`src/hw/rtl/kwsc_pkg.sv`:
```
`default_nettype none
// ----------------------------------------------------------------------------
// Keyword substitution cipher package
// Shared widths, register indexes and types for the cipher block.
// ----------------------------------------------------------------------------
package kwsc_pkg;

   localparam int CharWidth      = 8;
   localparam int LetterWidth    = 5;
   localparam int AlphaSize      = 26;
   localparam int LettersPerReg  = 12;
   localparam int KeyRegs        = 4;
   localparam int KeyLenWidth    = 6;
   localparam int KeyRegWidth    = LettersPerReg * LetterWidth;
   localparam int MaxKeyLetters  = 48;
   localparam int LowerA         = 97;
   localparam int LowerZ         = 122;

   // register map of the configuration port
   localparam int CsrIdxWidth    = 3;
   localparam logic [CsrIdxWidth-1:0] CsrKeyLength   = 3'd0;
   localparam logic [CsrIdxWidth-1:0] CsrKeyLettersA = 3'd1;
   localparam logic [CsrIdxWidth-1:0] CsrKeyLettersB = 3'd2;
   localparam logic [CsrIdxWidth-1:0] CsrKeyLettersC = 3'd3;
   localparam logic [CsrIdxWidth-1:0] CsrKeyLettersD = 3'd4;

   typedef logic [LetterWidth-1:0]                   letter_type;
   typedef logic [LettersPerReg-1:0][LetterWidth-1:0] key_word_type;
   typedef key_word_type [KeyRegs-1:0]              key_bank_type;

   // one write into the substitution table
   typedef struct packed {
      logic       en;
      letter_type pos;
      letter_type letter;
   } tbl_wr_type;

endpackage : kwsc_pkg
`default_nettype wire

```
`src/hw/rtl/kwsc_req_if.sv`:
```
`default_nettype none
// ----------------------------------------------------------------------------
// Plaintext channel
// Valid/ready channel carrying one plaintext byte per transaction.
// ----------------------------------------------------------------------------
interface kwsc_req_if;
   import kwsc_pkg::*;

   logic                 valid;
   logic                 ready;
   logic [CharWidth-1:0] plain_char;

   modport source (output valid, output plain_char, input ready);
   modport sink   (input valid, input plain_char, output ready);
endinterface : kwsc_req_if
`default_nettype wire

```
`src/hw/rtl/kwsc_rsp_if.sv`:
```
`default_nettype none
// ----------------------------------------------------------------------------
// Ciphertext channel
// Valid/ready channel carrying one ciphertext byte per transaction.
// ----------------------------------------------------------------------------
interface kwsc_rsp_if;
   import kwsc_pkg::*;

   logic                 valid;
   logic                 ready;
   logic [CharWidth-1:0] cipher_char;

   modport source (output valid, output cipher_char, input ready);
   modport sink   (input valid, input cipher_char, output ready);
endinterface : kwsc_rsp_if
`default_nettype wire

```
`src/hw/rtl/kwsc_csr_if.sv`:
```
`default_nettype none
// ----------------------------------------------------------------------------
// Configuration write channel
// Valid/ready channel carrying a register index and write data.
// ----------------------------------------------------------------------------
interface kwsc_csr_if;
   import kwsc_pkg::*;

   logic                   valid;
   logic                   ready;
   logic [CsrIdxWidth-1:0] reg_index;
   logic [KeyRegWidth-1:0] wr_data;

   modport source (output valid, output reg_index, output wr_data, input ready);
   modport sink   (input valid, input reg_index, input wr_data, output ready);
endinterface : kwsc_csr_if
`default_nettype wire

```
`src/hw/rtl/keyword_substitution_cipher_unit.sv`:
```
`default_nettype none
// ----------------------------------------------------------------------------
// Keyword substitution cipher unit
// Encrypts a byte stream through a keyword-derived substitution alphabet.
// ----------------------------------------------------------------------------
// After reset and after every write to a register in the map, the unit
// rebuilds its 26-letter substitution table before it takes any plaintext:
// it starts, walks the keyword letters in use (key_length, capped at 48),
// turns over, and then walks the alphabet from z down to a for the remaining
// letters. A single placement unit decides every table slot, one letter per
// cycle. Keyword codes 26 to 31 and repeated letters take no slot. Once the
// table is built, in each plaintext transaction lowercase a to z is
// replaced by the table letter at its alphabet position, any other byte passes
// through unchanged. The result sits in an output register, so a new byte is
// taken while the previous result is handed over. Configuration writes are
// always accepted; a write to an index above 4 is dropped and leaves the
// table alone. Write configuration only while no result is outstanding.
// ----------------------------------------------------------------------------
module keyword_substitution_cipher_unit (
   input  wire        clock,
   input  wire        reset,
   kwsc_req_if.sink   req_chan,
   kwsc_rsp_if.source rsp_chan,
   kwsc_csr_if.sink   csr_chan
);
   import kwsc_pkg::*;

   logic [KeyLenWidth-1:0] key_length_ff;
   key_bank_type           key_bank_ff;
   logic                   rsp_valid_ff, rsp_valid_in;
   logic [CharWidth-1:0]   cipher_ff;

   logic                   cfg_wr;
   logic                   req_take;
   logic                   table_ready;
   tbl_wr_type             tbl_wr;
   logic [CharWidth-1:0]   cipher_char;

   // accept every configuration transaction; only mapped indexes count
   assign csr_chan.ready = 1'b1;
   assign cfg_wr = csr_chan.valid && (csr_chan.reg_index <= CsrKeyLettersD);

   always_ff @(posedge clock) begin
      if (reset) begin
         key_length_ff <= '0;
         key_bank_ff   <= '0;
      end else if (csr_chan.valid) begin
         unique case (csr_chan.reg_index)
            CsrKeyLength:   key_length_ff  <= csr_chan.wr_data[KeyLenWidth-1:0];
            CsrKeyLettersA: key_bank_ff[0] <= csr_chan.wr_data;
            CsrKeyLettersB: key_bank_ff[1] <= csr_chan.wr_data;
            CsrKeyLettersC: key_bank_ff[2] <= csr_chan.wr_data;
            CsrKeyLettersD: key_bank_ff[3] <= csr_chan.wr_data;
            default: begin
            end
         endcase
      end
   end

   // build the table from the held keyword
   kwsc_build_seq u_build (
      .clock       (clock),
      .reset       (reset),
      .cfg_wr      (cfg_wr),
      .key_length  (key_length_ff),
      .key_bank    (key_bank_ff),
      .tbl_wr      (tbl_wr),
      .table_ready (table_ready)
   );

   // look up the incoming byte
   kwsc_table u_table (
      .clock       (clock),
      .tbl_wr      (tbl_wr),
      .plain_char  (req_chan.plain_char),
      .cipher_char (cipher_char)
   );

   // take a byte when the table is built and the output register frees up
   assign req_chan.ready = table_ready && (!rsp_valid_ff || rsp_chan.ready);
   assign req_take       = req_chan.valid && req_chan.ready;

   always_comb begin
      rsp_valid_in = rsp_valid_ff;
      if (rsp_chan.ready) begin
         rsp_valid_in = 1'b0;
      end
      if (req_take) begin
         rsp_valid_in = 1'b1;
      end
   end

   always_ff @(posedge clock) begin
      if (reset) begin
         rsp_valid_ff <= 1'b0;
      end else begin
         rsp_valid_ff <= rsp_valid_in;
      end
   end

   // hold the result until the sink takes it
   always_ff @(posedge clock) begin
      if (req_take) begin
         cipher_ff <= cipher_char;
      end
   end

   assign rsp_chan.valid       = rsp_valid_ff;
   assign rsp_chan.cipher_char = cipher_ff;

   a_take_gives_result: assert property (@(posedge clock) disable iff (reset)
      req_take |=> rsp_chan.valid)
      else $error("accepted byte produced no result");

   a_write_stops_input: assert property (@(posedge clock) disable iff (reset)
      cfg_wr |=> !req_chan.ready)
      else $error("plaintext accepted before the table was rebuilt");

   a_result_held: assert property (@(posedge clock) disable iff (reset)
      (rsp_chan.valid && !rsp_chan.ready)
      |=> (rsp_chan.valid && $stable(rsp_chan.cipher_char)))
      else $error("stalled result dropped or changed");

endmodule : keyword_substitution_cipher_unit
`default_nettype wire

```
`src/hw/rtl/kwsc_place_unit.sv`:
```
`default_nettype none
// ----------------------------------------------------------------------------
// Letter placement unit
// Decides whether a candidate letter takes the next table slot.
// ----------------------------------------------------------------------------
module kwsc_place_unit (
   input  wire kwsc_pkg::letter_type           cand,
   input  wire [kwsc_pkg::AlphaSize-1:0]       used,
   input  wire kwsc_pkg::letter_type           pos,
   output logic                                place,
   output logic [kwsc_pkg::AlphaSize-1:0]      used_next
);
   import kwsc_pkg::*;

   localparam int ExtWidth = 1 << LetterWidth;

   logic [ExtWidth-1:0] used_ext;
   logic [ExtWidth-1:0] mark;

   assign used_ext  = {{(ExtWidth-AlphaSize){1'b0}}, used};
   assign mark      = ExtWidth'(1) << cand;
   assign place     = (cand < LetterWidth'(AlphaSize)) && !used_ext[cand]
                      && (pos < LetterWidth'(AlphaSize));
   assign used_next = used | mark[AlphaSize-1:0];

endmodule : kwsc_place_unit
`default_nettype wire

```
`src/hw/rtl/kwsc_build_seq.sv`:
```
`default_nettype none
// ----------------------------------------------------------------------------
// Table build sequencer
// Walks the keyword, then the alphabet from z down, one letter a cycle.
// ----------------------------------------------------------------------------
module kwsc_build_seq (
   input  wire                                  clock,
   input  wire                                  reset,
   input  wire                                  cfg_wr,
   input  wire [kwsc_pkg::KeyLenWidth-1:0]      key_length,
   input  wire kwsc_pkg::key_bank_type          key_bank,
   output kwsc_pkg::tbl_wr_type                 tbl_wr,
   output logic                                 table_ready
);
   import kwsc_pkg::*;

   localparam logic [1:0] ST_IDLE = 2'd0;
   localparam logic [1:0] ST_KEY  = 2'd1;
   localparam logic [1:0] ST_FILL = 2'd2;

   logic [1:0]             state_ff, state_in;
   logic                   table_ready_ff, table_ready_in;
   logic [KeyLenWidth-1:0] key_idx_ff, key_idx_in;
   logic [1:0]             reg_sel_ff, reg_sel_in;
   logic [3:0]             slot_ff, slot_in;
   letter_type             fill_ff, fill_in;
   letter_type             pos_ff, pos_in;
   logic [AlphaSize-1:0]   used_ff, used_in;

   logic [KeyLenWidth-1:0] key_count;
   key_word_type           key_word;
   letter_type             cand;
   logic                   cand_active;
   logic                   place;
   logic [AlphaSize-1:0]   used_next;

   assign key_count = (key_length > KeyLenWidth'(MaxKeyLetters))
                      ? KeyLenWidth'(MaxKeyLetters) : key_length;
   assign key_word  = key_bank[reg_sel_ff];
   assign cand      = (state_ff == ST_KEY) ? key_word[slot_ff] : fill_ff;

   kwsc_place_unit u_place (
      .cand      (cand),
      .used      (used_ff),
      .pos       (pos_ff),
      .place     (place),
      .used_next (used_next)
   );

   always_comb begin
      state_in       = state_ff;
      table_ready_in = table_ready_ff;
      key_idx_in     = key_idx_ff;
      reg_sel_in     = reg_sel_ff;
      slot_in        = slot_ff;
      fill_in        = fill_ff;
      pos_in         = pos_ff;
      used_in        = used_ff;
      cand_active    = 1'b0;
      unique case (state_ff)
         ST_IDLE: begin
            if (!table_ready_ff) begin
               state_in   = ST_KEY;
               key_idx_in = '0;
               reg_sel_in = '0;
               slot_in    = '0;
               pos_in     = '0;
               used_in    = '0;
            end
         end
         ST_KEY: begin
            if (key_idx_ff == key_count) begin
               state_in = ST_FILL;
               fill_in  = LetterWidth'(AlphaSize - 1);
            end else begin
               cand_active = 1'b1;
               key_idx_in  = key_idx_ff + KeyLenWidth'(1);
               if (slot_ff == 4'(LettersPerReg - 1)) begin
                  slot_in    = '0;
                  reg_sel_in = reg_sel_ff + 2'd1;
               end else begin
                  slot_in = slot_ff + 4'd1;
               end
            end
         end
         ST_FILL: begin
            cand_active = 1'b1;
            if (fill_ff == '0) begin
               state_in       = ST_IDLE;
               table_ready_in = 1'b1;
            end else begin
               fill_in = fill_ff - LetterWidth'(1);
            end
         end
         default: begin
            state_in = ST_IDLE;
         end
      endcase
      if (cand_active && place) begin
         pos_in  = pos_ff + LetterWidth'(1);
         used_in = used_next;
      end
      // a register write abandons any build and forces a fresh one
      if (cfg_wr) begin
         state_in       = ST_IDLE;
         table_ready_in = 1'b0;
      end
   end

   always_ff @(posedge clock) begin
      if (reset) begin
         state_ff       <= ST_IDLE;
         table_ready_ff <= 1'b0;
         pos_ff         <= '0;
         used_ff        <= '0;
      end else begin
         state_ff       <= state_in;
         table_ready_ff <= table_ready_in;
         pos_ff         <= pos_in;
         used_ff        <= used_in;
      end
   end

   always_ff @(posedge clock) begin
      key_idx_ff <= key_idx_in;
      reg_sel_ff <= reg_sel_in;
      slot_ff    <= slot_in;
      fill_ff    <= fill_in;
   end

   assign tbl_wr.en     = cand_active && place;
   assign tbl_wr.pos    = pos_ff;
   assign tbl_wr.letter = cand;
   assign table_ready   = table_ready_ff;

   a_ready_only_idle: assert property (@(posedge clock) disable iff (reset)
      table_ready_ff |-> (state_ff == ST_IDLE))
      else $error("table marked ready while a build is running");

   a_count_matches: assert property (@(posedge clock) disable iff (reset)
      (state_ff != ST_IDLE) |-> ($countones(used_ff) == 32'(pos_ff)))
      else $error("placed letter mask disagrees with table position");

   a_full_table: assert property (@(posedge clock) disable iff (reset)
      (state_ff == ST_FILL && fill_ff == '0 && !cfg_wr)
      |=> (table_ready_ff && pos_ff == LetterWidth'(AlphaSize)))
      else $error("build finished without filling every table entry");

endmodule : kwsc_build_seq
`default_nettype wire

```
`src/hw/rtl/kwsc_table.sv`:
```
`default_nettype none
// ----------------------------------------------------------------------------
// Substitution table
// Holds the 26 cipher letters and maps one byte through them.
// ----------------------------------------------------------------------------
module kwsc_table (
   input  wire                                  clock,
   input  wire kwsc_pkg::tbl_wr_type            tbl_wr,
   input  wire [kwsc_pkg::CharWidth-1:0]        plain_char,
   output logic [kwsc_pkg::CharWidth-1:0]       cipher_char
);
   import kwsc_pkg::*;

   letter_type entry_ff [AlphaSize];

   logic       is_lower;
   letter_type rd_idx;
   letter_type rd_letter;

   always_ff @(posedge clock) begin
      if (tbl_wr.en) begin
         entry_ff[tbl_wr.pos] <= tbl_wr.letter;
      end
   end

   assign is_lower    = (plain_char >= CharWidth'(LowerA))
                        && (plain_char <= CharWidth'(LowerZ));
   assign rd_idx      = is_lower ? LetterWidth'(plain_char - CharWidth'(LowerA)) : '0;
   assign rd_letter   = entry_ff[rd_idx];
   assign cipher_char = is_lower ? (CharWidth'(LowerA) + CharWidth'(rd_letter))
                                 : plain_char;

endmodule : kwsc_table
`default_nettype wire

```
`src/flat_wrapper.sv`:
```
// flat-port wrapper written by rule: the top's interface ports become plain ports
module keyword_substitution_cipher_unit_flat import kwsc_pkg::*;
  (clock, reset, req_chan_valid, req_chan_plain_char, req_chan_ready, rsp_chan_valid, rsp_chan_cipher_char, rsp_chan_ready, csr_chan_valid, csr_chan_reg_index, csr_chan_wr_data, csr_chan_ready);
  kwsc_req_if req_chan_i ();
  kwsc_rsp_if rsp_chan_i ();
  kwsc_csr_if csr_chan_i ();
  input  wire clock;
  input  wire reset;
  input wire logic [$bits(req_chan_i.valid)-1:0] req_chan_valid;
  input wire logic [$bits(req_chan_i.plain_char)-1:0] req_chan_plain_char;
  output wire logic [$bits(req_chan_i.ready)-1:0] req_chan_ready;
  output wire logic [$bits(rsp_chan_i.valid)-1:0] rsp_chan_valid;
  output wire logic [$bits(rsp_chan_i.cipher_char)-1:0] rsp_chan_cipher_char;
  input wire logic [$bits(rsp_chan_i.ready)-1:0] rsp_chan_ready;
  input wire logic [$bits(csr_chan_i.valid)-1:0] csr_chan_valid;
  input wire logic [$bits(csr_chan_i.reg_index)-1:0] csr_chan_reg_index;
  input wire logic [$bits(csr_chan_i.wr_data)-1:0] csr_chan_wr_data;
  output wire logic [$bits(csr_chan_i.ready)-1:0] csr_chan_ready;
  assign req_chan_i.valid = req_chan_valid;
  assign req_chan_i.plain_char = req_chan_plain_char;
  assign req_chan_ready = req_chan_i.ready;
  assign rsp_chan_valid = rsp_chan_i.valid;
  assign rsp_chan_cipher_char = rsp_chan_i.cipher_char;
  assign rsp_chan_i.ready = rsp_chan_ready;
  assign csr_chan_i.valid = csr_chan_valid;
  assign csr_chan_i.reg_index = csr_chan_reg_index;
  assign csr_chan_i.wr_data = csr_chan_wr_data;
  assign csr_chan_ready = csr_chan_i.ready;
  keyword_substitution_cipher_unit u_core (.clock(clock), .reset(reset), .req_chan(req_chan_i), .rsp_chan(rsp_chan_i), .csr_chan(csr_chan_i));
endmodule
```
`config.mk`:
```
export PLATFORM = sky130hd
export DESIGN_NAME = keyword_substitution_cipher_unit_flat
export DESIGN_NICKNAME = d
export VERILOG_FILES = /design/src/hw/rtl/kwsc_pkg.sv /design/src/hw/rtl/kwsc_req_if.sv /design/src/hw/rtl/kwsc_rsp_if.sv /design/src/hw/rtl/kwsc_csr_if.sv /design/src/hw/rtl/keyword_substitution_cipher_unit.sv /design/src/hw/rtl/kwsc_place_unit.sv /design/src/hw/rtl/kwsc_build_seq.sv /design/src/hw/rtl/kwsc_table.sv /design/src/flat_wrapper.sv
export SDC_FILE = /design/constraint.sdc
export NUM_CORES = 1
export LEC_CHECK = 0
export ABC_AREA = 1
export ABC_CLOCK_PERIOD_IN_PS = 4400
export BUFFER_PORTS_ARGS = -buffer_cell sky130_fd_sc_hd__buf_4
export CORE_MARGIN = 5
export CORE_UTILIZATION = 45
export CTS_CLUSTER_DIAMETER = 30
export CTS_CLUSTER_SIZE = 14
export DETAILED_ROUTE_END_ITERATION = 12
export GPL_TIMING_DRIVEN = 0
export PLACE_DENSITY_LB_ADDON = 0.3
export SLEW_MARGIN = 20
export SYNTH_ARGS = -nofsm -noshare
export SYNTH_HDL_FRONTEND = slang
export SYNTH_SLANG_ARGS = --single-unit
```
`constraint.sdc`:
```
create_clock -name clock -period 4.4 [get_ports clock]
set_clock_uncertainty 0.1 [all_clocks]
set_input_delay 0.22 -clock clock [delete_from_list [all_inputs] [get_ports clock]]
set_output_delay 0.22 -clock clock [all_outputs]
set_load 0.05 [all_outputs]
```
=== After elaboration in Yosys (flattened, before gate mapping) ===
Memory sizes are Yosys's and may differ from the RTL's.
Index checks and enable logic that the tools add are counted.

* Mux-type cells: 40
* Shifts and indexed selects: 1
* Add/sub/neg operators: 7
* Bitwise logic cells: 1
* Magnitude comparators: 9
* Eq/ne operators: 15
* Reductions and logical operators: 29

{| class="wikitable"
|+ Operator list
! operator !! count
|-
| $bmux 60 s2 || 1
|-
| $mux 26 || 3
|-
| $mux 60 || 1
|-
| $mux 5 || 8
|-
| $or 26x26->26 || 1
|-
| $shl 1x5->26 const A || 1
|-
| $bmux 5 s4 || 1
|-
| $mux 6 || 3
|-
| $reduce_and 2->1 || 7
|-
| $mux 2 || 6
|-
| $mux 4 || 3
|-
| $pmux 6 s2 || 1
|-
| $lt 5x5->1 const B || 2
|-
| $pmux 5 s2 || 1
|-
| $sub 5x1->5 const B || 2
|-
| $reduce_and 3->1 || 3
|-
| $add 7x5->8 const A || 1
|-
| $ge 8x7->1 const B || 1
|-
| $le 8x7->1 const B || 1
|-
| $mux 8 || 1
|-
| $ne 2x2->1 const B || 4
|-
| $pmux 4 s2 || 1
|-
| $reduce_bool 2->1 || 4
|-
| $logic_and 1x1->1 || 7
|-
| 29 further kinds || 38
|}

* Logic and storage cells: 162
* Bits in writable memories: 130
* Input port bits: 76
* Flip-flop bits (word level): 306
* Memories: 1

{| class="wikitable"
|+ Memories
! name !! words !! bits a word !! read ports !! clocked after Yosys merged registers in !! write ports !! RTL line !! source
|-
| u_core.u_table.entry_ff || 26 || 5 || 1 || 0 || 1 || kwsc_table.sv:14 || <nowiki>letter_type entry_ff [AlphaSize];</nowiki>
|}

=== Logic depth before layout (Yosys ltp) ===
Gate-level depths: netlist (run 1).

* Depth after elaboration: 13
* Mapped depth: 28
* Mapped depth without buffers: 25

=== Hierarchy ===
A second synthesis (run 1) with hierarchy kept.

* Cells, all modules: 2941
* Area total of the unflattened synthesis: 21772.1 um^2

{| class="wikitable"
|+ By module, submodules not included
! module !! times used !! cells each !! area each (um^2)
|-
| keyword_substitution_cipher_unit || 1 || 1435 || 10114.7
|-
| kwsc_table || 1 || 541 || 5835.6
|-
| kwsc_build_seq || 1 || 837 || 5190.0
|-
| kwsc_place_unit || 1 || 128 || 631.9
|}

=== Worst setup path after synthesis (run 1) ===
Ideal clock, no wire load.

* Path type: reg-to-reg
* Start: register u_core.u_build.reg_sel_ff[0]
* End: memory u_core.u_table.entry_ff[0][0] (netlist name) (enable)
* Clock period less this slack: 3.529 ns
* Data arrival time: 3.089 ns
* Slack: 0.871 ns
* Library setup time: 0.340 ns
* Buffers on the path: 4
* Stages on the path, launching flop included: 20
* Cells stage by stage: edfxtp_1 -> buf_6 -> inv_4 -> buf_6 -> buf_6 -> buf_6 -> nor2_1 -> o211ai_1 -> nand3_1 -> nand2_1 -> a21oi_1 -> a21oi_2 -> nand2_2 -> o21ai_1 -> nor2_1 -> a21oi_4 -> nand2_2 -> inv_1 -> nand2_1 -> nor2_1

{| class="wikitable"
|+ RTL lines
! item !! RTL line !! source
|-
| start, declared || kwsc_build_seq.sv:24 || <nowiki>logic [1:0] reg_sel_ff, reg_sel_in;</nowiki>
|-
| start signal, assigned || kwsc_build_seq.sv:126 || <nowiki>reg_sel_ff <= reg_sel_in;</nowiki>
|-
| end, declared || kwsc_table.sv:14 ||
|}

=== Worst setup path in the final report (run 1) ===
* Start: register u_core.u_build.reg_sel_ff[0]
* End: memory u_core.u_table.entry_ff[6][4] (netlist name) (enable)

* Longest elaborated chain between the ends: 13
* Elaborated cells on any way between the ends: 14
* Classes of those cells: order compare: 1; mux: 9; reduce/logical: 4

{| class="wikitable"
|+ Ends and longest elaborated chain
! item !! RTL line !! source
|-
| $bmux 60 s2 * || kwsc_build_seq.sv:39 || <nowiki>assign key_word = key_bank[reg_sel_ff];</nowiki>
|-
| $mux 60 (implied by the code) * || kwsc_build_seq.sv:39 ||
|-
| $bmux 5 s4 * || kwsc_build_seq.sv:40 || <nowiki>assign cand = (state_ff == ST_KEY) ? key_word[slot_ff] : fill_ff;</nowiki>
|-
| $mux 5 (implied by the code) * || kwsc_build_seq.sv:40 ||
|-
| $mux 5 * || kwsc_build_seq.sv:40 ||
|-
| $bmux 1 s5 || kwsc_place_unit.sv:22 || <nowiki>assign place = (cand < LetterWidth'(AlphaSize)) && !used_ext[cand]</nowiki>
|-
| $mux 1 (implied by the code) || kwsc_place_unit.sv:22 ||
|-
| $logic_not 1->1 || kwsc_place_unit.sv:22 ||
|-
| $logic_and 1x1->1 * || kwsc_place_unit.sv:22 ||
|-
| $logic_and 1x1->1 * || kwsc_place_unit.sv:23 || <nowiki>&& (pos < LetterWidth'(AlphaSize));</nowiki>
|-
| $logic_and 1x1->1 * || kwsc_build_seq.sv:131 || <nowiki>assign tbl_wr.en = cand_active && place;</nowiki>
|-
| $mux 1 * || kwsc_table.sv:21 || <nowiki>if (tbl_wr.en) begin</nowiki>
|-
| $mux 1 (implied by the code) * || kwsc_table.sv:22 || <nowiki>entry_ff[tbl_wr.pos] <= tbl_wr.letter;</nowiki>
|}

Every way passes the cells marked *; elsewhere a longest branch is shown, timed or not. The select of a mux whose other input is x is not followed.

==> results.json, run 1 <==
{
  "dp_hpwl_um": 44100,
  "synthTopCellsByArea": "dfxtp_1, edfxtp_1, nor2_1",
  "via_count": 19300,
  "final_cell_mix": "nor2_1, o21ai_0, nand2_1",
  "antenna_found_initial": 0,
  "numClockSinks": 436,
  "worstHoldStart": "req_chan_valid",
  "drtPass1Iterations": 6,
  "dieArea_um2": 47900,
  "synth.distinct_cells": 43,
  "placed_area_um2": 21000,
  "cts_root_buf": "clkbuf_16",
  "clk_latency_ns": 0.62,
  "grt_setup_unrepaired": "no",
  "htree_levels": 3,
  "total_power_w": 0.0160,
  "drive_above_1_share_pct": 13.8,
  "crit_top_cell": "nand2_1",
  "required_ns": 4.59,
  "drt-wirelength-per-cell_um": 19.9,
  "antenna_cells": 0,
  "critPathSlowestCell": "clkbuf_1",
  "num-fill-cells": 3728,
  "crit_start": "u_core.u_build.reg_sel_ff[0]",
  "synth_edf_count": 155,
  "synth_nets": 2587,
  "status": "completed",
  "routed_wl_um": 68000,
  "num-nets-final": 2845,
  "worstReg2RegEnd": "u_core.u_table.entry_ff[6][4]",
  "die_y_um": 219,
  "hold_path_end": "u_core.rsp_chan.cipher_char[1]",
  "period_share_pct": 96.0,
  "hp-class": "in2reg",
  "final-setup-viol-count": 0,
  "ys_seq_area_share_pct": 52.4,
  "core_area_um2": 43100,
  "via_per_inst": 5.65,
  "antenna_left": 0,
  "critPathCaptureType": "flop",
  "async_flop_share_pct": 0,
  "clock.fmax_mhz": 237,
  "hold_viol": 0,
  "syn_area_um2": 19600,
  "yosysTopAreaCell": "dfxtp_1",
  "grt_first_pass_wirelength_um": 104000,
  "avgSynthCellArea_um2": 7.87,
  "cts_max_path_buffers": 3,
  "grt_max_degree": 36,
  "synth.top_cell.area_share_pct": 28.7,
  "layout_commonest_cell": "nor2_1",
  "crit_chain": "buf_6, inv_4, clkbuf_1, o21ai_0, o211ai_1, nand3_1, nand2_1, nand3_1, nand2_1, nand2_2, buf_4, nand2_2, inv_1, nand2_1, nand2_1, inv_1, nand2_1, nand2_1, nand2_2, clkinvlp_4, nand2_4, nor2_4",
  "r2r_slack_ns": 0.18,
  "yosysWarnings": 0,
  "finalCriticalPeriod_ns": 4.22,
  "cts_made_buffers": 94,
  "drt_iter0_drc": 2513,
  "startpoint_type": "flop",
  "p_per_area_nw_per_um2": 629,
  "drv_cap": 0,
  "maxSlewViolCount": 0,
  "p_leak_nw": 9.94,
  "routabilityCongestion": 0.964,
  "area_delta_synth_final_pct": 29.5,
  "fin_area_um2": 25400,
  "start_util_pct": 45.6,
  "worst_pin_slew_ns": 0.961,
  "num_io_pins": 87,
  "synth_ff_type": "dfxtp_1",
  "reg2regPathDepth": 22,
  "min_path_cells": 2,
  "slew-limit-headroom_pct": 35.6,
  "grt-ovfl-total": 0,
  "vdd_drop_max_uv": 348,
  "clk_pin_slew_ns": 0.05,
  "syn_inst": 2495,
  "r2r-start": "u_core.u_build.reg_sel_ff[0]",
  "tritoncts": "done",
  "worst_ep_arrival_time_ns": 4.42,
  "crit_type": "reg2reg",
  "grt_pass1_vias": 18400,
  "portBuffers": 85,
  "die_width_um": 219,
  "crit_fanout": 10,
  "synth_seq_cells": 436,
  "drc_errors": 0,
  "grt_usage_pct": 27.7,
  "cp_slowest_stage_delay_ns": 0.61,
  "fp-row-count": 76
}
through the flow:
| stage | setup TNS, ns | cells | setup WS (ns) | hold slack, ns | util (%) |
|---|---|---|---|---|---|
| finish | 0 | 3414 | 0.176 | 0.0165 | 59.0 |
| global route | 0 | 3414 | 0.0236 | 0.0191 | 59.0 |
| CTS | -6.66 | 3410 | -0.106 | 0.0237 | 58.5 |
| detailed placement | -115.39 | 3165 | -0.934 | 0.340 | 48.8 |
| global placement | -151.29 | 3165 | -1.16 | 0.330 | 48.8 |
| floorplan | 0 | 2495 | 0.871 | 0.189 | - |
cells in the mapped netlist, types with 6 or more instances:
cell type and n:
o22ai_1 9, nor2_2 10, nand3_1 189, nor3_1 12, buf_2 32, dfxtp_1 281
a21oi_2 10, nand2_1 302, or2_2 7, edfxtp_1 155, nand2_2 6, inv_1 187
ha_1 16, xor2_1 6, clkbuf_1 109, a21oi_1 176, nor2_1 517, o21ai_1 17
o21ai_0 376, buf_6 10, buf_4 8, o211ai_1 26
state kept, by name, summed over array words and instances (netlist names):
register and count:
u_core.key_bank_ff 240, u_core.key_length_ff 6, u_core.rsp_chan.cipher_char 8, u_core.rsp_chan.valid 1, u_core.u_build.fill_ff 5, u_core.u_build.key_idx_ff 6
u_core.u_build.pos_ff 5, u_core.u_build.reg_sel_ff 2, u_core.u_build.slot_ff 4, u_core.u_build.state_ff 2, u_core.u_build.table_ready 1, u_core.u_build.used_ff 26
u_core.u_table.entry_ff 130
power by group:
part	switching (W)	total (W)	internal, W
combinational	0.00287	0.00390	0.00104
sequential	0.0000925	0.00466	0.00457
clock	0.00235	0.00741	0.00506
total	0.00531	0.0160	0.0107
logic make-up (layout without fill, tap and decap cells):
family | Yosys count | after routing | share of synthesized area [%]
XOR/XNOR | 9 | 9 | 0.402
flip-flops | 436 | 436 | 52.4
adder cells (fa/ha/maj) | 16 | 16 | 1.02
buffers and inverters | 355 | 688 | 7.54
AO/OA/AOI/OAI | 623 | 624 | 16.7
other | 1 | 1 | 0.0191
AND/OR/NAND/NOR | 1055 | 1055 | 22.0
critical path, delay by kind of cell (launching register included):
kind                   cells  cell delay [ns]
DFF                        1             0.38
and+or+nand+nor           13             1.60
AOI/OAI and AO/OA          2             0.40
buffers and inverters      7             1.38
layout make-up:
| class | count | area [um2] | area share [%] |
|---|---|---|---|
| Inverter | 194 | 744 | 2.93 |
| Timing Repair inverter | 2 | 10.0 | 0.0394 |
| Multi-Input combinational cell | 1705 | 8140 | 32.0 |
| Sequential cell | 436 | 10300 | 40.4 |
| Clock buffer | 113 | 2580 | 10.1 |
| Tap cell | 585 | 732 | 2.88 |
| Clock inverter | 59 | 787 | 3.10 |
| Buffer | 160 | 773 | 3.04 |
| Timing Repair Buffer | 160 | 1380 | 5.41 |
worst max path at each step:
| stage | cells past startpoint | slack [ns] | to |
|---|---|---|---|
| after detailed placement | 18 | -0.93 | u_core.u_table.entry_ff[14][3] |
| after global routing | 22 | 0.02 | u_core.rsp_chan.cipher_char[6] |
| after floorplan | 19 | 0.87 | u_core.u_table.entry_ff[0][0] |
| after global placement | 16 | -1.16 | u_core.u_table.entry_ff[14][0] |
| final | 22 | 0.18 | u_core.u_table.entry_ff[6][4] |
| after CTS | 19 | -0.11 | u_core.u_table.entry_ff[7][3] |
metal layers:
metal | part of all wire [%] | track usage (%) | up-vias
met5 | 0 | 0 | -
met4 | 4.6 | 13.2 | 0
met3 | 11 | 6.80 | 250
met2 | 44 | 42.1 | 1175
met1 | 41 | 37.4 | 9029
li1 | - | - | 8834
timing repair:
item	CTS	global route
gates cloned	2	1
endpoints found under the setup margin	160	133
gates resized for setup	35	55
pin swaps	1	0
hold buffers	70	0
endpoints found under the hold margin	262	0
setup buffers	1	4
(Power assumes the default switching activity.)
==> inputs of run 2 (changes only) <==
--- a/config.mk
+++ b/config.mk
@@ -5,7 +5,6 @@
 export SDC_FILE = /design/constraint.sdc
 export NUM_CORES = 1
 export LEC_CHECK = 0
-export ABC_AREA = 1
 export ABC_CLOCK_PERIOD_IN_PS = 4400
 export BUFFER_PORTS_ARGS = -buffer_cell sky130_fd_sc_hd__buf_4
 export CORE_MARGIN = 5
==> results.json, run 2 <==
{
  "clock.fmax_mhz": 230,
  "crit_fanout": 10,
  "via_count": 16400,
  "switchingPower_w": 0.00401,
  "routed_wl_um": 59500,
  "avgSynthCellArea_um2": 9.94,
  "drive_above_1_share_pct": 18.5,
  "grt_max_degree": 36,
  "syn_inst": 1931,
  "die_width_um": 217,
  "final-setup-viol-count": 0,
  "hold_path_end": "u_core.u_build.state_ff[0]",
  "cp_slowest_stage_delay_ns": 0.64,
  "worstReg2RegEnd": "u_core.u_build.used_ff[14]",
  "synth_seq_cells": 436,
  "antenna_found_initial": 0,
  "hold_ws_ns": 0.119,
  "clk_latency_ns": 0.61,
  "dieArea_um2": 46900,
  "syn_area_um2": 19200,
  "slew-limit-headroom_pct": 39.4,
  "yosysMostFrequentCell": "nand2_1",
  "grt_pass1_vias": 16600,
  "clk_pin_slew_ns": 0.06,
  "synth_xor_area_share_pct": 0.821,
  "drt_iter0_drc": 1628,
  "required_ns": 4.72,
  "area_delta_synth_final_pct": 28.9,
  "min_path_cells": 4,
  "critPathCaptureType": "flop",
  "cts_max_path_buffers": 3,
  "via_per_inst": 5.86,
  "worstHoldStart": "csr_chan_reg_index[2]",
  "portBuffers": 82,
  "p_leak_nw": 8.62,
  "synth_top_family_by_area": "simple AND/OR/NAND/NOR gates",
  "yosys.area_share.adder_pct": 1.04,
  "crit_type": "in2reg",
  "crit_buf_inv": 4,
  "routabilityCongestion": 0.899,
  "reg2regPathDepth": 17,
  "fp-row-count": 75,
  "hold_viol": 0,
  "switching_share_pct": 29.0,
  "period_share_pct": 98.9,
  "final_cell_mix": "nand2_1, dfxtp_1, a21oi_1",
  "placed_area_um2": 20500,
  "synth_nets": 2023,
  "start_util_pct": 45.7,
  "ys_seq_area_share_pct": 53.5,
  "crit_family": "compound AO/OA/AOI/OAI gates",
  "async_flop_share_pct": 0,
  "worst_ep_arrival_time_ns": 4.67,
  "startpoint_type": "primary input",
  "synthTopCellsByArea": "dfxtp_1, edfxtp_1, nand2_1",
  "intPower_w": 0.00982,
  "synth_edf_count": 155,
  "grt-ovfl-total": 0,
  "status": "completed",
  "pwr-share-clk_pct": 47.3,
  "synth.distinct_cells": 75,
  "r2r-start": "u_core.u_build.reg_sel_ff[0]",
  "finalCriticalPeriod_ns": 4.35,
  "grt_setup_unrepaired": "yes",
  "drt-wirelength-per-cell_um": 21.2,
  "hp-class": "in2reg",
  "htree_levels": 3,
  "instances_no_fill": 2799,
  "die_y_um": 217,
  "num-nets-final": 2282,
  "synth.top_cell.area_share_pct": 29.3,
  "pwr-share-seq_pct": 32.8,
  "drc_errors": 0,
  "comb_power_share_pct": 19.9,
  "numClockSinks": 436,
  "grt_first_pass_wirelength_um": 92400,
  "critPathSlowestCell": "o311ai_0",
  "yosysWarnings": 0,
  "num_io_pins": 87,
  "p_per_area_nw_per_um2": 559,
  "cts_root_buf": "clkbuf_16",
  "synth_mux_area_share_pct": 11.4,
  "core_area_um2": 42000,
  "crit_chain": "dlygate4sd3_1, buf_4, inv_1, ha_1, or3b_2, o31ai_2, or3_1, clkbuf_1, a311oi_1, o311ai_0, o21ai_0, and4_1, o31ai_1",
  "grt_usage_pct": 24.8,
  "antenna_cells": 0,
  "maxSlewViolCount": 0,
  "antenna_left": 0,
  "largest_register": "u_core.key_bank_ff",
  "synth-compound-area-share_pct": 12.6,
  "drtPass1Iterations": 5,
  "largest_reg_flops": 240,
  "layout_commonest_cell": "nand2_1",
  "reg_top3": "u_core.key_bank_ff: 240 flops, u_core.u_table.entry_ff: 130 flops, u_core.u_build.used_ff: 26 flops",
  "yosysTopAreaCell": "dfxtp_1",
  "worst_pin_slew_ns": 0.909,
  "total_power_w": 0.0138,
  "dp_hpwl_um": 38900,
  "r2r_slack_ns": 0.09,
  "synth_ff_type": "dfxtp_1",
  "vdd_drop_max_uv": 376,
  "synth_simple_gate_area_share_pct": 16.9,
  "fin_area_um2": 24700,
  "tritoncts": "done",
  "yosys-top-cells-count": "nand2_1, dfxtp_1, a21oi_1",
  "drv_cap": 0,
  "cts_made_buffers": 83,
  "dpl.cell_count": 2553
}
run 2: cell count changes after synthesis, sizes merged, moves of 43 or more:
cell   change
o21ai    -375
mux2i     +62
inv      -171
and3      +43
nand2    +243
nand3    -171
mux4      +68
nor2     -479
a21oi     +81
run 2: cell families (layout without fill, tap and decap cells):
kind of cell | count (synthesis) | in the layout
compound gates | 402 | 402
xor+xnor | 18 | 18
fa+ha+maj | 16 | 16
buf+inv | 165 | 494
flops | 436 | 436
mux | 133 | 133
other cells | 1 | 1
simple gates | 760 | 760
run 2: worst max path at each step:
stage	start	end	slack, ns	cells past startpoint
finish	req_chan_plain_char[1]	u_core.rsp_chan.cipher_char[4]	0.05	13
floorplan	u_core.u_build.reg_sel_ff[0]	u_core.u_table.entry_ff[10][0]	0.26	15
detailed placement	u_core.u_build.reg_sel_ff[1]	u_core.u_table.entry_ff[2][1]	-1.41	14
global route	u_core.u_build.reg_sel_ff[0]	u_core.u_build.used_ff[14]	-0.02	17
CTS	u_core.u_build.reg_sel_ff[0]	u_core.u_table.entry_ff[2][1]	0.001	15
global placement	u_core.u_build.reg_sel_ff[1]	u_core.u_table.entry_ff[2][2]	-1.38	14
run 2: tightest hold or removal path, stage by stage:
cell	delay, ns
buf_4	0.13
o21ai_0	0.07
a21oi_1	0.17
o221a_2	0.17
run 2: stage by stage:
| stage | worst slack (ns) | util, % | TNS, ns |
|---|---|---|---|
| after CTS | 0.00137 | 58.4 | 0 |
| after detailed placement | -1.41 | 48.8 | -207.53 |
| after floorplan | 0.263 | - | 0 |
| after global placement | -1.38 | 48.7 | -202.69 |
| final | 0.0473 | 58.9 | 0 |
| after global routing | -0.0242 | 58.9 | -0.292 |
run 2: layer usage:
layer	global-route usage [%]	part of all wire, %	vias up	wire [um]
li1	-	-	7437	-
met2	41.9	49	840	29200
met5	0	0	-	0
met3	4.09	8.0	166	4750
met4	12.4	4.4	0	2600
met1	31.1	39	7951	23000
run 2: timing repair:
item / 4_1_cts / 5_1_grt
endpoints found under the hold margin: 257 / 0
buffers inserted: 9 / 11
resized for setup: 96 / 30
endpoints found under the setup margin: 193 / 165
hold buffers: 70 / 0
pin swaps: 4 / 4
gates cloned: 3 / 0
run 2: power by group through the flow:
stage / clock [W] / sequential, W / combinational [W]
final: 0.00654 / 0.00454 / 0.00275
after floorplan: 0 / 0.00458 / 0.00151
after CTS: 0.00658 / 0.00453 / 0.00255
after global routing: 0.00679 / 0.00455 / 0.00290
after detailed placement: 0 / 0.00461 / 0.00227
after global placement: 0 / 0.00461 / 0.00223
run 2: cell type report:
type / instances / area, um2
buffer: 141 / 779
clock buffer: 103 / 2300
clock inverter: 52 / 631
fill: 3441 / 17300
inverter: 22 / 108
multi-input combinational: 1330 / 8480
sequential: 436 / 10300
tap: 539 / 674
timing repair buffer: 173 / 1490
timing repair inverter: 3 / 16.3
